--- src/rtl/core/fdc_pkg.sv ---
// shared types, constants and crc function for the framed packet deframer
package fdc_pkg;

    localparam int unsigned FDC_MAX_FRAME = 4096;

    localparam logic [7:0]  SOF_BYTE       = 8'hAA;
    localparam logic [7:0]  EOF_BYTE       = 8'h55;
    localparam logic [15:0] CRC_POLY       = 16'h1021;
    localparam logic [15:0] CRC_ALT_OFFSET = 16'h0100;

    localparam int unsigned MIN_FRAME_LEN  = 22;
    localparam int unsigned ADDR_LAST      = 8;
    localparam int unsigned BODY_LEN_LAST  = 12;
    localparam int unsigned CMD_LAST       = 14;
    localparam int unsigned STATUS_POS     = 15;
    localparam int unsigned DATA_LEN_LAST  = 19;
    localparam int unsigned PAYLOAD_START  = 20;
    localparam int unsigned BODY_OFFSET    = 13;
    localparam int unsigned LEN_OVERHEAD   = 16;
    localparam int unsigned CRC_START      = 3;

    localparam int unsigned RES_FIELD_W    = 130;
    localparam int unsigned OUT_TDATA_W    = 136;
    localparam int unsigned OUT_PAD_W      = OUT_TDATA_W - RES_FIELD_W;

    typedef enum logic [1:0] {
        VERDICT_OK        = 2'd0,
        VERDICT_FRAME_ERR = 2'd1,
        VERDICT_CRC_ERR   = 2'd2
    } t_verdict;

    typedef enum logic {
        KIND_PAYLOAD = 1'b0,
        KIND_VERDICT = 1'b1
    } t_kind;

    typedef struct packed {
        t_kind       kind;
        logic [7:0]  payload_byte;
        t_verdict    verdict;
        logic [63:0] frame_address;
        logic [15:0] command;
        logic [7:0]  status_field;
        logic [31:0] declared_data_length;
    } t_result;

    function automatic logic [15:0] crc16_byte(input logic [15:0] crc, input logic [7:0] b);
        logic [15:0] c;
        c = crc ^ {b, 8'h00};
        for (int k = 0; k < 8; k++) begin
            c = c[15] ? ({c[14:0], 1'b0} ^ CRC_POLY) : {c[14:0], 1'b0};
        end
        return c;
    endfunction

endpackage

--- src/rtl/core/fdc_in_stage.sv ---
// input register for received bytes
module fdc_in_stage (
    input  logic       i_clk,
    input  logic       i_rst_n,
    input  logic       i_valid,
    input  logic [7:0] i_byte,
    input  logic       i_last,
    input  logic       i_take,
    output logic       o_ready,
    output logic       o_valid,
    output logic [7:0] o_byte,
    output logic       o_last
);
    logic       r_valid;
    logic [7:0] r_byte;
    logic       r_last;

    assign o_ready = !r_valid || i_take;

    always_ff @(posedge i_clk) begin
        if (!i_rst_n) begin
            r_valid <= 1'b0;
        end else if (i_valid && o_ready) begin
            r_valid <= 1'b1;
        end else if (i_take) begin
            r_valid <= 1'b0;
        end
    end

    always_ff @(posedge i_clk) begin
        if (i_valid && o_ready) begin
            r_byte <= i_byte;
            r_last <= i_last;
        end
    end

    assign o_valid = r_valid;
    assign o_byte  = r_byte;
    assign o_last  = r_last;
endmodule

--- src/rtl/core/fdc_parser.sv ---
// frame field capture, crc accumulation and end-of-buffer verdict
module fdc_parser #(
    parameter int unsigned MAX_FRAME = fdc_pkg::FDC_MAX_FRAME
) (
    input  logic             i_clk,
    input  logic             i_rst_n,
    input  logic             i_step,
    input  logic [7:0]       i_byte,
    input  logic             i_last,
    output logic             o_res_valid,
    output fdc_pkg::t_result o_res
);
    import fdc_pkg::*;

    localparam int unsigned CW = $clog2(MAX_FRAME + 1);

    logic [CW-1:0] r_byte_count, n_byte_count, u_byte_count;
    logic [15:0]   r_crc, n_crc, u_crc;
    logic [7:0]    r_tail [3];
    logic [7:0]    n_tail [3];
    logic [7:0]    u_tail [3];
    logic [7:0]    r_first, n_first, u_first;
    logic [63:0]   r_addr, n_addr, u_addr;
    logic [31:0]   r_body_len, n_body_len, u_body_len;
    logic [15:0]   r_cmd, n_cmd, u_cmd;
    logic [7:0]    r_status, n_status, u_status;
    logic [31:0]   r_data_len, n_data_len, u_data_len;
    logic          r_overflow, n_overflow, u_overflow;

    logic          payload;
    logic          frame_err;
    logic          crc_err;
    logic [15:0]   rx_crc;
    t_verdict      verdict;

    // per-byte update of frame state
    always_comb begin
        u_byte_count = r_byte_count;
        u_crc        = r_crc;
        u_tail       = r_tail;
        u_first      = r_first;
        u_addr       = r_addr;
        u_body_len   = r_body_len;
        u_cmd        = r_cmd;
        u_status     = r_status;
        u_data_len   = r_data_len;
        u_overflow   = r_overflow;
        payload      = 1'b0;
        if (r_byte_count >= CW'(MAX_FRAME)) begin
            u_overflow = 1'b1;
        end else begin
            if (r_byte_count == '0) begin
                u_first = i_byte;
            end else if (r_byte_count <= CW'(ADDR_LAST)) begin
                u_addr = {r_addr[55:0], i_byte};
            end else if (r_byte_count <= CW'(BODY_LEN_LAST)) begin
                u_body_len = {r_body_len[23:0], i_byte};
            end else if (r_byte_count <= CW'(CMD_LAST)) begin
                u_cmd = {r_cmd[7:0], i_byte};
            end else if (r_byte_count == CW'(STATUS_POS)) begin
                u_status = i_byte;
            end else if (r_byte_count <= CW'(DATA_LEN_LAST)) begin
                u_data_len = {r_data_len[23:0], i_byte};
            end else if (33'(r_byte_count) < ({1'b0, r_body_len} + 33'(BODY_OFFSET))) begin
                payload = 1'b1;
            end
            if (r_byte_count >= CW'(CRC_START)) begin
                u_crc = crc16_byte(r_crc, r_tail[2]);
            end
            u_tail[2]    = r_tail[1];
            u_tail[1]    = r_tail[0];
            u_tail[0]    = i_byte;
            u_byte_count = r_byte_count + CW'(1);
        end
    end

    // verdict from the updated state
    always_comb begin
        rx_crc    = {u_tail[2], u_tail[1]};
        frame_err = (u_byte_count <= CW'(MIN_FRAME_LEN)) || u_overflow
                 || (u_first != SOF_BYTE) || (u_tail[0] != EOF_BYTE)
                 || (({1'b0, u_body_len} + 33'(LEN_OVERHEAD)) != 33'(u_byte_count));
        crc_err   = (u_crc != rx_crc) && (u_crc != (rx_crc + CRC_ALT_OFFSET));
        if (frame_err) begin
            verdict = VERDICT_FRAME_ERR;
        end else if (crc_err) begin
            verdict = VERDICT_CRC_ERR;
        end else begin
            verdict = VERDICT_OK;
        end
    end

    // next state: hold, advance, or clear after a verdict
    always_comb begin
        n_byte_count = r_byte_count;
        n_crc        = r_crc;
        n_tail       = r_tail;
        n_first      = r_first;
        n_addr       = r_addr;
        n_body_len   = r_body_len;
        n_cmd        = r_cmd;
        n_status     = r_status;
        n_data_len   = r_data_len;
        n_overflow   = r_overflow;
        if (i_step && i_last) begin
            n_byte_count = '0;
            n_crc        = '0;
            n_tail       = '{default: 8'h00};
            n_first      = '0;
            n_addr       = '0;
            n_body_len   = '0;
            n_cmd        = '0;
            n_status     = '0;
            n_data_len   = '0;
            n_overflow   = 1'b0;
        end else if (i_step) begin
            n_byte_count = u_byte_count;
            n_crc        = u_crc;
            n_tail       = u_tail;
            n_first      = u_first;
            n_addr       = u_addr;
            n_body_len   = u_body_len;
            n_cmd        = u_cmd;
            n_status     = u_status;
            n_data_len   = u_data_len;
            n_overflow   = u_overflow;
        end
    end

    // result selection
    always_comb begin
        o_res_valid = i_step && (i_last || payload);
        o_res       = '0;
        if (i_last) begin
            o_res.kind                 = KIND_VERDICT;
            o_res.verdict              = verdict;
            o_res.frame_address        = u_addr;
            o_res.command              = u_cmd;
            o_res.status_field         = u_status;
            o_res.declared_data_length = u_data_len;
        end else begin
            o_res.kind         = KIND_PAYLOAD;
            o_res.verdict      = VERDICT_OK;
            o_res.payload_byte = i_byte;
        end
    end

    always_ff @(posedge i_clk) begin
        if (!i_rst_n) begin
            r_byte_count <= '0;
            r_crc        <= '0;
            r_tail       <= '{default: 8'h00};
            r_first      <= '0;
            r_addr       <= '0;
            r_body_len   <= '0;
            r_cmd        <= '0;
            r_status     <= '0;
            r_data_len   <= '0;
            r_overflow   <= 1'b0;
        end else begin
            r_byte_count <= n_byte_count;
            r_crc        <= n_crc;
            r_tail       <= n_tail;
            r_first      <= n_first;
            r_addr       <= n_addr;
            r_body_len   <= n_body_len;
            r_cmd        <= n_cmd;
            r_status     <= n_status;
            r_data_len   <= n_data_len;
            r_overflow   <= n_overflow;
        end
    end

    a_clear_after_verdict: assert property (@(posedge i_clk) disable iff (!i_rst_n)
        (i_step && i_last) |=> (r_byte_count == '0) && !r_overflow && (r_crc == '0))
        else $error("frame state not cleared after verdict");

    a_overflow_saturated: assert property (@(posedge i_clk) disable iff (!i_rst_n)
        r_overflow |-> (r_byte_count == CW'(MAX_FRAME)))
        else $error("overflow flagged without saturated byte count");

    a_count_bounded: assert property (@(posedge i_clk) disable iff (!i_rst_n)
        r_byte_count <= CW'(MAX_FRAME))
        else $error("byte count beyond frame limit");

    a_payload_not_header: assert property (@(posedge i_clk) disable iff (!i_rst_n)
        (o_res_valid && !i_last) |-> (r_byte_count >= CW'(PAYLOAD_START)))
        else $error("payload request raised inside header");
endmodule

--- src/rtl/core/fdc_out_stage.sv ---
// result register driving the output stream
module fdc_out_stage (
    input  logic                                i_clk,
    input  logic                                i_rst_n,
    input  logic                                i_valid,
    input  fdc_pkg::t_result                    i_res,
    output logic                                o_ready,
    output logic                                o_tvalid,
    input  logic                                i_tready,
    output logic [fdc_pkg::OUT_TDATA_W-1:0]     o_tdata,
    output logic                                o_tuser
);
    import fdc_pkg::*;

    logic    r_valid;
    t_result r_res;

    assign o_ready = !r_valid || i_tready;

    always_ff @(posedge i_clk) begin
        if (!i_rst_n) begin
            r_valid <= 1'b0;
        end else if (i_valid) begin
            r_valid <= 1'b1;
        end else if (i_tready) begin
            r_valid <= 1'b0;
        end
    end

    always_ff @(posedge i_clk) begin
        if (i_valid) begin
            r_res <= i_res;
        end
    end

    assign o_tvalid = r_valid;
    assign o_tuser  = r_res.kind;
    assign o_tdata  = {{OUT_PAD_W{1'b0}}, r_res.declared_data_length, r_res.status_field,
                       r_res.command, r_res.frame_address, r_res.verdict, r_res.payload_byte};
endmodule

--- src/rtl/core/frame_deframer_crc16.sv ---
// top level of the framed packet deframer with crc-16 check
//
// bytes of one received buffer enter on the s_axis channel, one per request,
// tlast on the final byte. the frame is start 0xaa, 8-byte address, 4-byte
// body length, 2-byte command, status byte, 4-byte data length, payload,
// 2-byte crc, end 0x55, all big-endian.
// m_axis carries results: tuser 0 is a payload byte, tuser 1 the verdict
// for the buffer (0 ok, 1 frame error, 2 crc error) with the header fields.
// non-payload bytes other than the last produce no result.
// throughput: one byte per cycle unless the receiver stalls. the input register,
// combinational field capture and crc update, and the result register form the
// path; a result is registered once its byte moves on from the input register.
// reset clears all frame state; the first byte after reset starts a frame.
// when the receiver stalls, the result register holds, the input register
// fills, and s_axis_tready drops until m_axis_tready returns.
module frame_deframer_crc16 #(
    parameter int unsigned MAX_FRAME = fdc_pkg::FDC_MAX_FRAME
) (
    input  logic                            i_clk,
    input  logic                            i_rst_n,
    input  logic                            s_axis_tvalid,
    output logic                            s_axis_tready,
    input  logic [7:0]                      s_axis_tdata,  // rx_byte[7:0]
    input  logic                            s_axis_tlast,
    output logic                            m_axis_tvalid,
    input  logic                            m_axis_tready,
    // payload_byte[7:0], verdict[9:8], frame_address[73:10], command[89:74],
    // status_field[97:90], declared_data_length[129:98], zero fill
    output logic [fdc_pkg::OUT_TDATA_W-1:0] m_axis_tdata,
    output logic                            m_axis_tuser   // kind
);
    import fdc_pkg::*;

    logic       in_valid;
    logic [7:0] in_byte;
    logic       in_last;
    logic       out_ready;
    logic       step;
    logic       res_valid;
    t_result    res;

    assign step = in_valid && out_ready;

    fdc_in_stage u_in_stage (
        .i_clk   (i_clk),
        .i_rst_n (i_rst_n),
        .i_valid (s_axis_tvalid),
        .i_byte  (s_axis_tdata),
        .i_last  (s_axis_tlast),
        .i_take  (step),
        .o_ready (s_axis_tready),
        .o_valid (in_valid),
        .o_byte  (in_byte),
        .o_last  (in_last)
    );

    fdc_parser #(
        .MAX_FRAME (MAX_FRAME)
    ) u_parser (
        .i_clk       (i_clk),
        .i_rst_n     (i_rst_n),
        .i_step      (step),
        .i_byte      (in_byte),
        .i_last      (in_last),
        .o_res_valid (res_valid),
        .o_res       (res)
    );

    fdc_out_stage u_out_stage (
        .i_clk    (i_clk),
        .i_rst_n  (i_rst_n),
        .i_valid  (res_valid),
        .i_res    (res),
        .o_ready  (out_ready),
        .o_tvalid (m_axis_tvalid),
        .i_tready (m_axis_tready),
        .o_tdata  (m_axis_tdata),
        .o_tuser  (m_axis_tuser)
    );

    a_stall_only_when_full: assert property (@(posedge i_clk) disable iff (!i_rst_n)
        !s_axis_tready |-> (in_valid && m_axis_tvalid && !m_axis_tready))
        else $error("input stalled without a blocked result");
endmodule

--- config.mk ---
export PLATFORM = sky130hd
export DESIGN_NAME = frame_deframer_crc16
export DESIGN_NICKNAME = d
export VERILOG_FILES = /design/src/rtl/core/fdc_pkg.sv /design/src/rtl/core/fdc_in_stage.sv /design/src/rtl/core/fdc_parser.sv /design/src/rtl/core/fdc_out_stage.sv /design/src/rtl/core/frame_deframer_crc16.sv
export SDC_FILE = /design/constraint.sdc
export NUM_CORES = 1
export LEC_CHECK = 0
export BUFFER_PORTS_ARGS = -buffer_cell sky130_fd_sc_hd__buf_2
export CAP_MARGIN = 20
export CORE_MARGIN = 2
export CORE_UTILIZATION = 54
export DETAILED_ROUTE_END_ITERATION = 8
export PLACE_DENSITY = 0.73
export SLEW_MARGIN = 20
export SYNTH_ARGS = -nofsm -noshare
export SYNTH_HDL_FRONTEND = slang
export SYNTH_HIERARCHICAL = 1
export SYNTH_SLANG_ARGS = --single-unit
export TNS_END_PERCENT = 1
--- constraint.sdc ---
create_clock -name i_clk -period 7.15 [get_ports i_clk]
set_input_delay 0.715 -clock i_clk [delete_from_list [all_inputs] [get_ports i_clk]]
set_output_delay 0.715 -clock i_clk [all_outputs]
set_load 0.005 [all_outputs]
==> results of run 1 <==
through the flow:
stage	setup slack, ns	hold WS [ns]
floorplan	1.57	0.436
global placement	2.00	0.441
detailed placement	1.94	0.446
CTS	1.92	0.366
global route	1.53	0.365
finish	1.95	0.374
cells in the mapped netlist, types with 17 or more instances:
| cell type | count |
|---|---|
| a21oi_1 | 197 |
| clkbuf_1 | 125 |
| nor3_1 | 24 |
| dfxtp_1 | 216 |
| xnor2_1 | 69 |
| xor2_1 | 36 |
| nor2b_1 | 71 |
| a21boi_0 | 65 |
| mux2i_1 | 114 |
| nand3_1 | 56 |
| nand2_1 | 544 |
| a211oi_1 | 17 |
| edfxtp_1 | 140 |
| nor2_1 | 79 |
| nand4_1 | 26 |
| o21ai_0 | 21 |
| ha_1 | 18 |
worst max-delay path, stage by stage (launching register included):
cell and delay, ns:
dfxtp_1 0.31, buf_4 0.40, inv_1 0.22, ha_1 0.24, and4b_1 0.24, o2111ai_4 0.19, buf_4 0.52, nand2_1 0.14
nand2_1 0.10, ha_1 0.37, nand4_1 0.16, nor4_1 0.44, mux2i_1 0.25, o41a_1 0.47, nor4_2 0.18, nand4_1 0.14
a2111oi_2 0.43, o311a_1 0.23
metal layers:
layer | track usage (%) | vias to the layer above
li1 | - | 7001
met1 | 36.0 | 6879
met2 | 41.3 | 526
met3 | 3.40 | 77
met4 | 7.28 | 0
met5 | 0 | -
cells by family (layout without fill, tap and decap cells):
| logic type | count (synthesis) | count (layout) | share of synthesized area, % |
|---|---|---|---|
| buffers and inverters | 176 | 252 | 4.06 |
| and+or+nand+nor | 884 | 884 | 22.3 |
| muxes | 123 | 123 | 6.95 |
| xor gates and xnor gates | 109 | 109 | 5.66 |
| adders and majority gates | 18 | 18 | 1.26 |
| DFF | 356 | 356 | 47.7 |
| other | 1 | 6 | 0.0210 |
| AOI/OAI and AO/OA | 352 | 352 | 12.1 |
where the power goes:
group / internal (mW) / switching (mW) / leakage (nW)
Sequential: 2.14 / 0.0328 / 3.13
Combinational: 0.0751 / 0.174 / 3.01
Clock: 1.14 / 0.791 / 0.603
cells in the final DEF, fill, tap and decap left out, types with 16 or more instances in the layout:
cell       count
nand2_1      541
dfxtp_1      216
a21oi_1      197
buf_2        145
edfxtp_1     140
mux2i_1      114
nor2_1        78
nor2b_1       71
xnor2_1       69
a21boi_0      65
nand3_1       56
clkbuf_16     40
xor2_1        36
nand4_1       26
buf_4         22
nor3_1        22
o21ai_0       21
ha_1          18
a211oi_1      16
flip-flops by register name (all words and copies together) (netlist names), 8 cells and up:
signal / flops
u_out_stage/o_tdata: 130
u_in_stage/o_byte: 8
u_parser/r_body_len: 32
u_parser/r_cmd: 16
u_parser/r_addr: 64
u_parser/r_tail: 24
u_parser/r_crc: 16
u_parser/r_status: 8
u_parser/r_first: 8
u_parser/r_data_len: 32
u_parser/r_byte_count: 13
worst max-delay path by stage:
stage	to	slack, ns	cells past startpoint
final	u_out_stage/o_tdata[9]$_DFFE_PP_	1.95	17
after global routing	u_out_stage/o_tdata[9]$_DFFE_PP_	1.53	18
after CTS	u_out_stage/o_tdata[9]$_DFFE_PP_	1.92	17
after detailed placement	u_out_stage/o_tdata[9]$_DFFE_PP_	1.94	17
after global placement	u_out_stage/o_tdata[9]$_DFFE_PP_	2.00	17
after floorplan	u_out_stage/o_tdata[0]$_DFFE_PP_	1.57	12
final cells by class:
class	instances	area [µm²]	area share (%)
well taps	442	553	2.77
inverters	14	52.6	0.263
flip-flops and latches	356	8530	42.7
clock buffers	58	1100	5.50
clock inverters	12	133	0.663
repair buffers	168	911	4.56
multi-input cells	1492	8710	43.6
==> out/metrics.csv, run 1 <==
metric;value;unit
outcome;complete, no violations;
min_period;5.20;ns
post-dp-hpwl;28900;µm
timing.final.crit_share;72.7;%
timing_hold_violations_final;0;
dr.pass1.iters;5;
ys.flop_type;dfxtp_1;
end_kind;flop;
gr-usage-all-layers;25.6;%
synth_cells;2019;
cp-start-kind;flop;
dieArea;34600;µm²
reg2regPathDepth;17;
cp-startpoint;u_parser/r_byte_count[12]$_SDFFE_PP0P_;
cts_setup_buffers;0;
fin_cells;2542;
wl_met1;19900;µm
relSlewSlack;28.8;%
die_w;186;µm
antenna_found_initial;0;
synth_cell_types;74;
postCtsHoldBufs;0;
wl_met2;21000;µm
hp-class;primary input to flop;
cts_tree;done;
viasPerCell;5.70;
r2r-end;u_out_stage/o_tdata[9]$_DFFE_PP_;
rsz0062_at_grt;false;
p_per_area;218;nW/µm²
p_leak;6.74;nW
core;32500;µm²
grt_pass1_wl;70900;µm
yosysTopAreaCell;dfxtp_1;
worstPathRequired;7.55;ns
clkSinkCount;356;
rows;66;
clk_latency;0.53;ns
path_class;flop to flop;
place_area;18800;µm²
worst_pin_slew;1.07;ns
fin_worst_skew;0.0219;ns
ctsHtreeMaxLevel;2;
grt.overflow.total;0;
diodes;0;
fin_total_pwr;4.36;mW
vdd_drop_max;0.172;mV
syn_area_per_cell;8.86;µm²
syn_area;17900;µm²
r2r_start;u_parser/r_byte_count[12]$_SDFFE_PP0P_;
routedWlPerCell;17.7;µm
ys_seq_area_share;47.7;%
place.gp.congestion;0.948;
min_to;u_in_stage/o_byte[2]$_DFFE_PP_;
die_y;186;µm
grt_max_degree;164;
placed_cells;2472;
final_core_util;61.4;%
clk_pin_slew;0.06;ns
drtAntennaViolNets;0;
num_vias;14483;
drv_slew;0;
cp_max_fo;49;
cap_violations;0;
stdcell_area;20000;µm²
holdPathStages;1;
drtIter0Drc;1375;
synth-seq-cells;356;
cts_buffers;38;
post_route_cells_drive_above_1_share;12.5;%
wl_met3;3100;µm
max-clock-path-buffers;3;
min-delay-start;s_axis_tdata[2];
synth_top_area_share;24.2;%
remaining_drc_errors;0;
clockRootBuffer;clkbuf_16;
wirelength;45100;µm
top_layer;met4;
syn2layout_area_growth;11.8;%
async_reset_ff_share;0;%
yosysWarnings;6;
portBuffers;145;
fmax;192;MHz
final-setup-viol-count;0;
grt_pass1_vias;13311;
io_pins;152;
nets;2101;
cp_data_arrival_time;5.59;ns
ff2ff_setup_slack;1.95;ns
synth_edf_count;140;
setup_tns;0;ns
synth_area_leaders;dfxtp_1 (24%), edfxtp_1 (24%), nand2_1 (11%);
ctsResizeCount;0;
start_util;55.0;%
fillers;2845;
(Power assumes the default switching activity.)
==> run 2, diff against run 1 <==
Settings changed: ABC_AREA set to 1, PLACE_DENSITY 0.73 to 0.76.
Clock period 7.15 ns to 4.38 ns, I/O delays scaled along.
==> out/metrics.csv, run 2 <==
metric;value;unit;change
routedWlPerCell;17.3;µm;-2.5%
fin_worst_skew;0.0375;ns;+0.0156 ns
clk_pin_slew;0.07;ns;about the same
internal-power;6.43;mW;+91%
max-clock-path-buffers;3;;unchanged
synth.most_common_cell;nand2_1;;
p_comb_share;25.8;%;+20 points
syn2layout_area_growth;11.4;%;
dieArea;36800;µm²;+6.5%
grt_pass1_vias;15605;;+17%
mostFrequentLayoutCells;nand2_1 (465), nor2_1 (332), inv_1 (255);;
antenna_found_initial;1;;+1
rsz0062_at_grt;false;;
grt.overflow.total;0;;unchanged
min_period;3.91;ns;-1.28 ns
worstPathRequired;4.58;ns;-2.97 ns
largest_register_ffs;130;;unchanged
io_pins;152;;unchanged
final-setup-viol-count;0;;unchanged
p_per_area;457;nW/µm²;+110%
core;34600;µm²;+6.4%
yosysWarnings;6;;unchanged
p_switching;3.29;mW;+230%
grtUsageMet3;3.96;%;+0.56 points
fmax;256;MHz;+33%
remaining_drc_errors;0;;unchanged
num_vias;17052;;+18%
gr-usage-all-layers;28.2;%;+2.6 points
cts_buffers;38;;unchanged
grt-busiest-layer;met2;;
drtAntennaViolNets;0;;unchanged
critical-path-top-delay-family;simple AND/OR/NAND/NOR gates;;
yosysTopAreaCell;dfxtp_1;;
diodes;0;;unchanged
fin_total_pwr;9.72;mW;+120%
use_met1;39.9;%;+3.9 points
dr.pass1.iters;5;;unchanged
worst_pin_slew;0.907;ns;-0.159 ns
rows;68;;+3.0%
timing.final.crit_share;89.3;%;+17 points
end_kind;flop;;
final_common_cell;nand2_1;;
synth-seq-cells;356;;unchanged
synth_edf_count;140;;unchanged
clkSinkCount;356;;unchanged
swShare;33.9;%;+11 points
postCtsHoldBufs;0;;unchanged
cp-start-kind;flop;;
clk_latency;0.56;ns;+0.03 ns
start_util;55.1;%;+0.11 points
synth_top_cells_by_count;nand2_1 (467), nor2_1 (332), inv_1 (259);;
synth_top_area_share;22.7;%;-1.5 points
ctsResizeCount;0;;unchanged
cts_tree;done;;
cp_data_arrival_time;4.12;ns;-1.47 ns
drtIter0Drc;1546;;+12%
slowest_delay;0.42;ns;-0.10 ns
ys.flop_type;dfxtp_1;;
ctsHtreeMaxLevel;2;;unchanged
place_ws;0.576;ns;-1.37 ns
wirelength;52600;µm;+17%
met2_usage;44.3;%;+3.0 points
crit_slowest_cell;dfxtp_1;;
relSlewSlack;39.5;%;+11 points
place.gp.congestion;0.977;;+3.0%
cts_setup_buffers;0;;unchanged
path_class;flop to flop;;
viasPerCell;5.61;;-1.6%
synth_cells;2479;;+23%
post-dp-hpwl;37100;µm;+28%
grt_max_degree;213;;+30%
ys_seq_area_share;44.7;%;-3.0 points
async_reset_ff_share;0;%;unchanged
power.share.clock;32.9;%;-12 points
hp-class;primary input to flop;;
p_leak;9.58;nW;+42%
die_y;192;µm;+3.2%
grt_pass1_wl;82500;µm;+16%
nets;2589;;+23%
syn_area_per_cell;7.69;µm²;-13%
crit_path_cell_trace;inv_1 -> o21ai_0 -> nand4_1 -> nor2_1 -> nand2_1 -> nor2_1 -> nand4_1 -> nor2_1 -> xor2_1 -> nor3b_1 -> nand2_1 -> nor2_1 -> nand2_1 -> nand3_1 -> nand2_8 -> buf_4;;
setup_ws;0.468;ns;-1.49 ns
outcome;complete, no violations;;
timing_hold_violations_final;0;;unchanged
syn_area;19100;µm²;+6.6%
cp_max_fo;34;;-31%
portBuffers;145;;unchanged
vdd_drop_max;0.331;mV;+92%
cap_violations;0;;unchanged
path_buf_inv;2;;-1
sequentialPowerShare;41.3;%;-8.6 points
synth_area_leaders;dfxtp_1 (23%), edfxtp_1 (22%), nand2_1 (9.2%);;
crit_top_cell;nor2_1;;
post_route_cells_drive_above_1_share;12.6;%;+0.087 points
synth_cell_types;46;;-38%
setup_tns;0;ns;unchanged
die_w;192;µm;+3.2%
clockRootBuffer;clkbuf_16;;
drv_slew;0;;unchanged
run 2: power groups by stage:
stage | Combinational [mW] | Sequential, mW | Clock [mW]
finish | 2.51 | 4.01 | 3.20
global route | 2.80 | 4.04 | 3.39
global placement | 2.43 | 4.06 | 0
CTS | 2.48 | 4.01 | 3.25
detailed placement | 2.46 | 4.08 | 0
floorplan | 1.82 | 4.03 | 0
run 2: logic make-up (layout without fill, tap and decap cells):
family | Yosys count | after routing | synth area share [%]
compound gates | 493 | 493 | 13.8
xor+xnor | 73 | 73 | 3.35
flops | 356 | 356 | 44.7
mux | 72 | 72 | 3.78
simple gates | 1065 | 1065 | 24.6
buf+inv | 401 | 504 | 8.53
other cells | 1 | 6 | 0.0197
fa+ha+maj | 18 | 18 | 1.18
run 2: stage by stage:
stage / hold WS (ns) / utilization, % / std cells / instance area [µm²]
final: 0.0610 / 61.4 / 3042 / 21300
after global routing: 0.0508 / 61.4 / 3042 / 21300
after CTS: 0.0504 / 61.4 / 3042 / 21300
after detailed placement: 0.464 / 57.8 / 2973 / 20000
after global placement: 0.449 / 57.8 / 2973 / 20000
after floorplan: 0.438 / - / 2484 / 19100
run 2: path summary, 6_finish.rpt:
check / startpoint / to / slack [ns] / cells after the start
setup / recovery: u_parser/r_body_len[0]$_SDFFE_PP0P_ / u_out_stage/o_tdata[42]$_DFFE_PP_ / 0.47 / 16
hold / removal: s_axis_tdata[7] / u_in_stage/o_byte[7]$_DFFE_PP_ / 0.06 / 1
setup reg to reg: u_parser/r_body_len[0]$_SDFFE_PP0P_ / u_out_stage/o_tdata[42]$_DFFE_PP_ / 0.47 / 16
hold reg to reg: u_parser/r_data_len[20]$_SDFFE_PP0P_ / u_parser/r_data_len[20]$_SDFFE_PP0P_ / 0.48 / 2
run 2: area by class of cell:
type                       count  area, µm²
timing repair buffer         168        948
clock buffer                  49       1010
inverter                     267       1010
sequential                   356       8530
multi-input combinational   1727       8970
fill                        3056      13400
clock inverter                20        216
tap                          455        569
run 2: routing by layer:
layer / share of wire, % / vias to the layer above / routed length, µm
met5: 0.025 / - / 13
met4: 3.2 / 2 / 1700
met3: 6.9 / 105 / 3630
met2: 45 / 634 / 23500
met1: 45 / 7957 / 23700
li1: - / 8354 / -
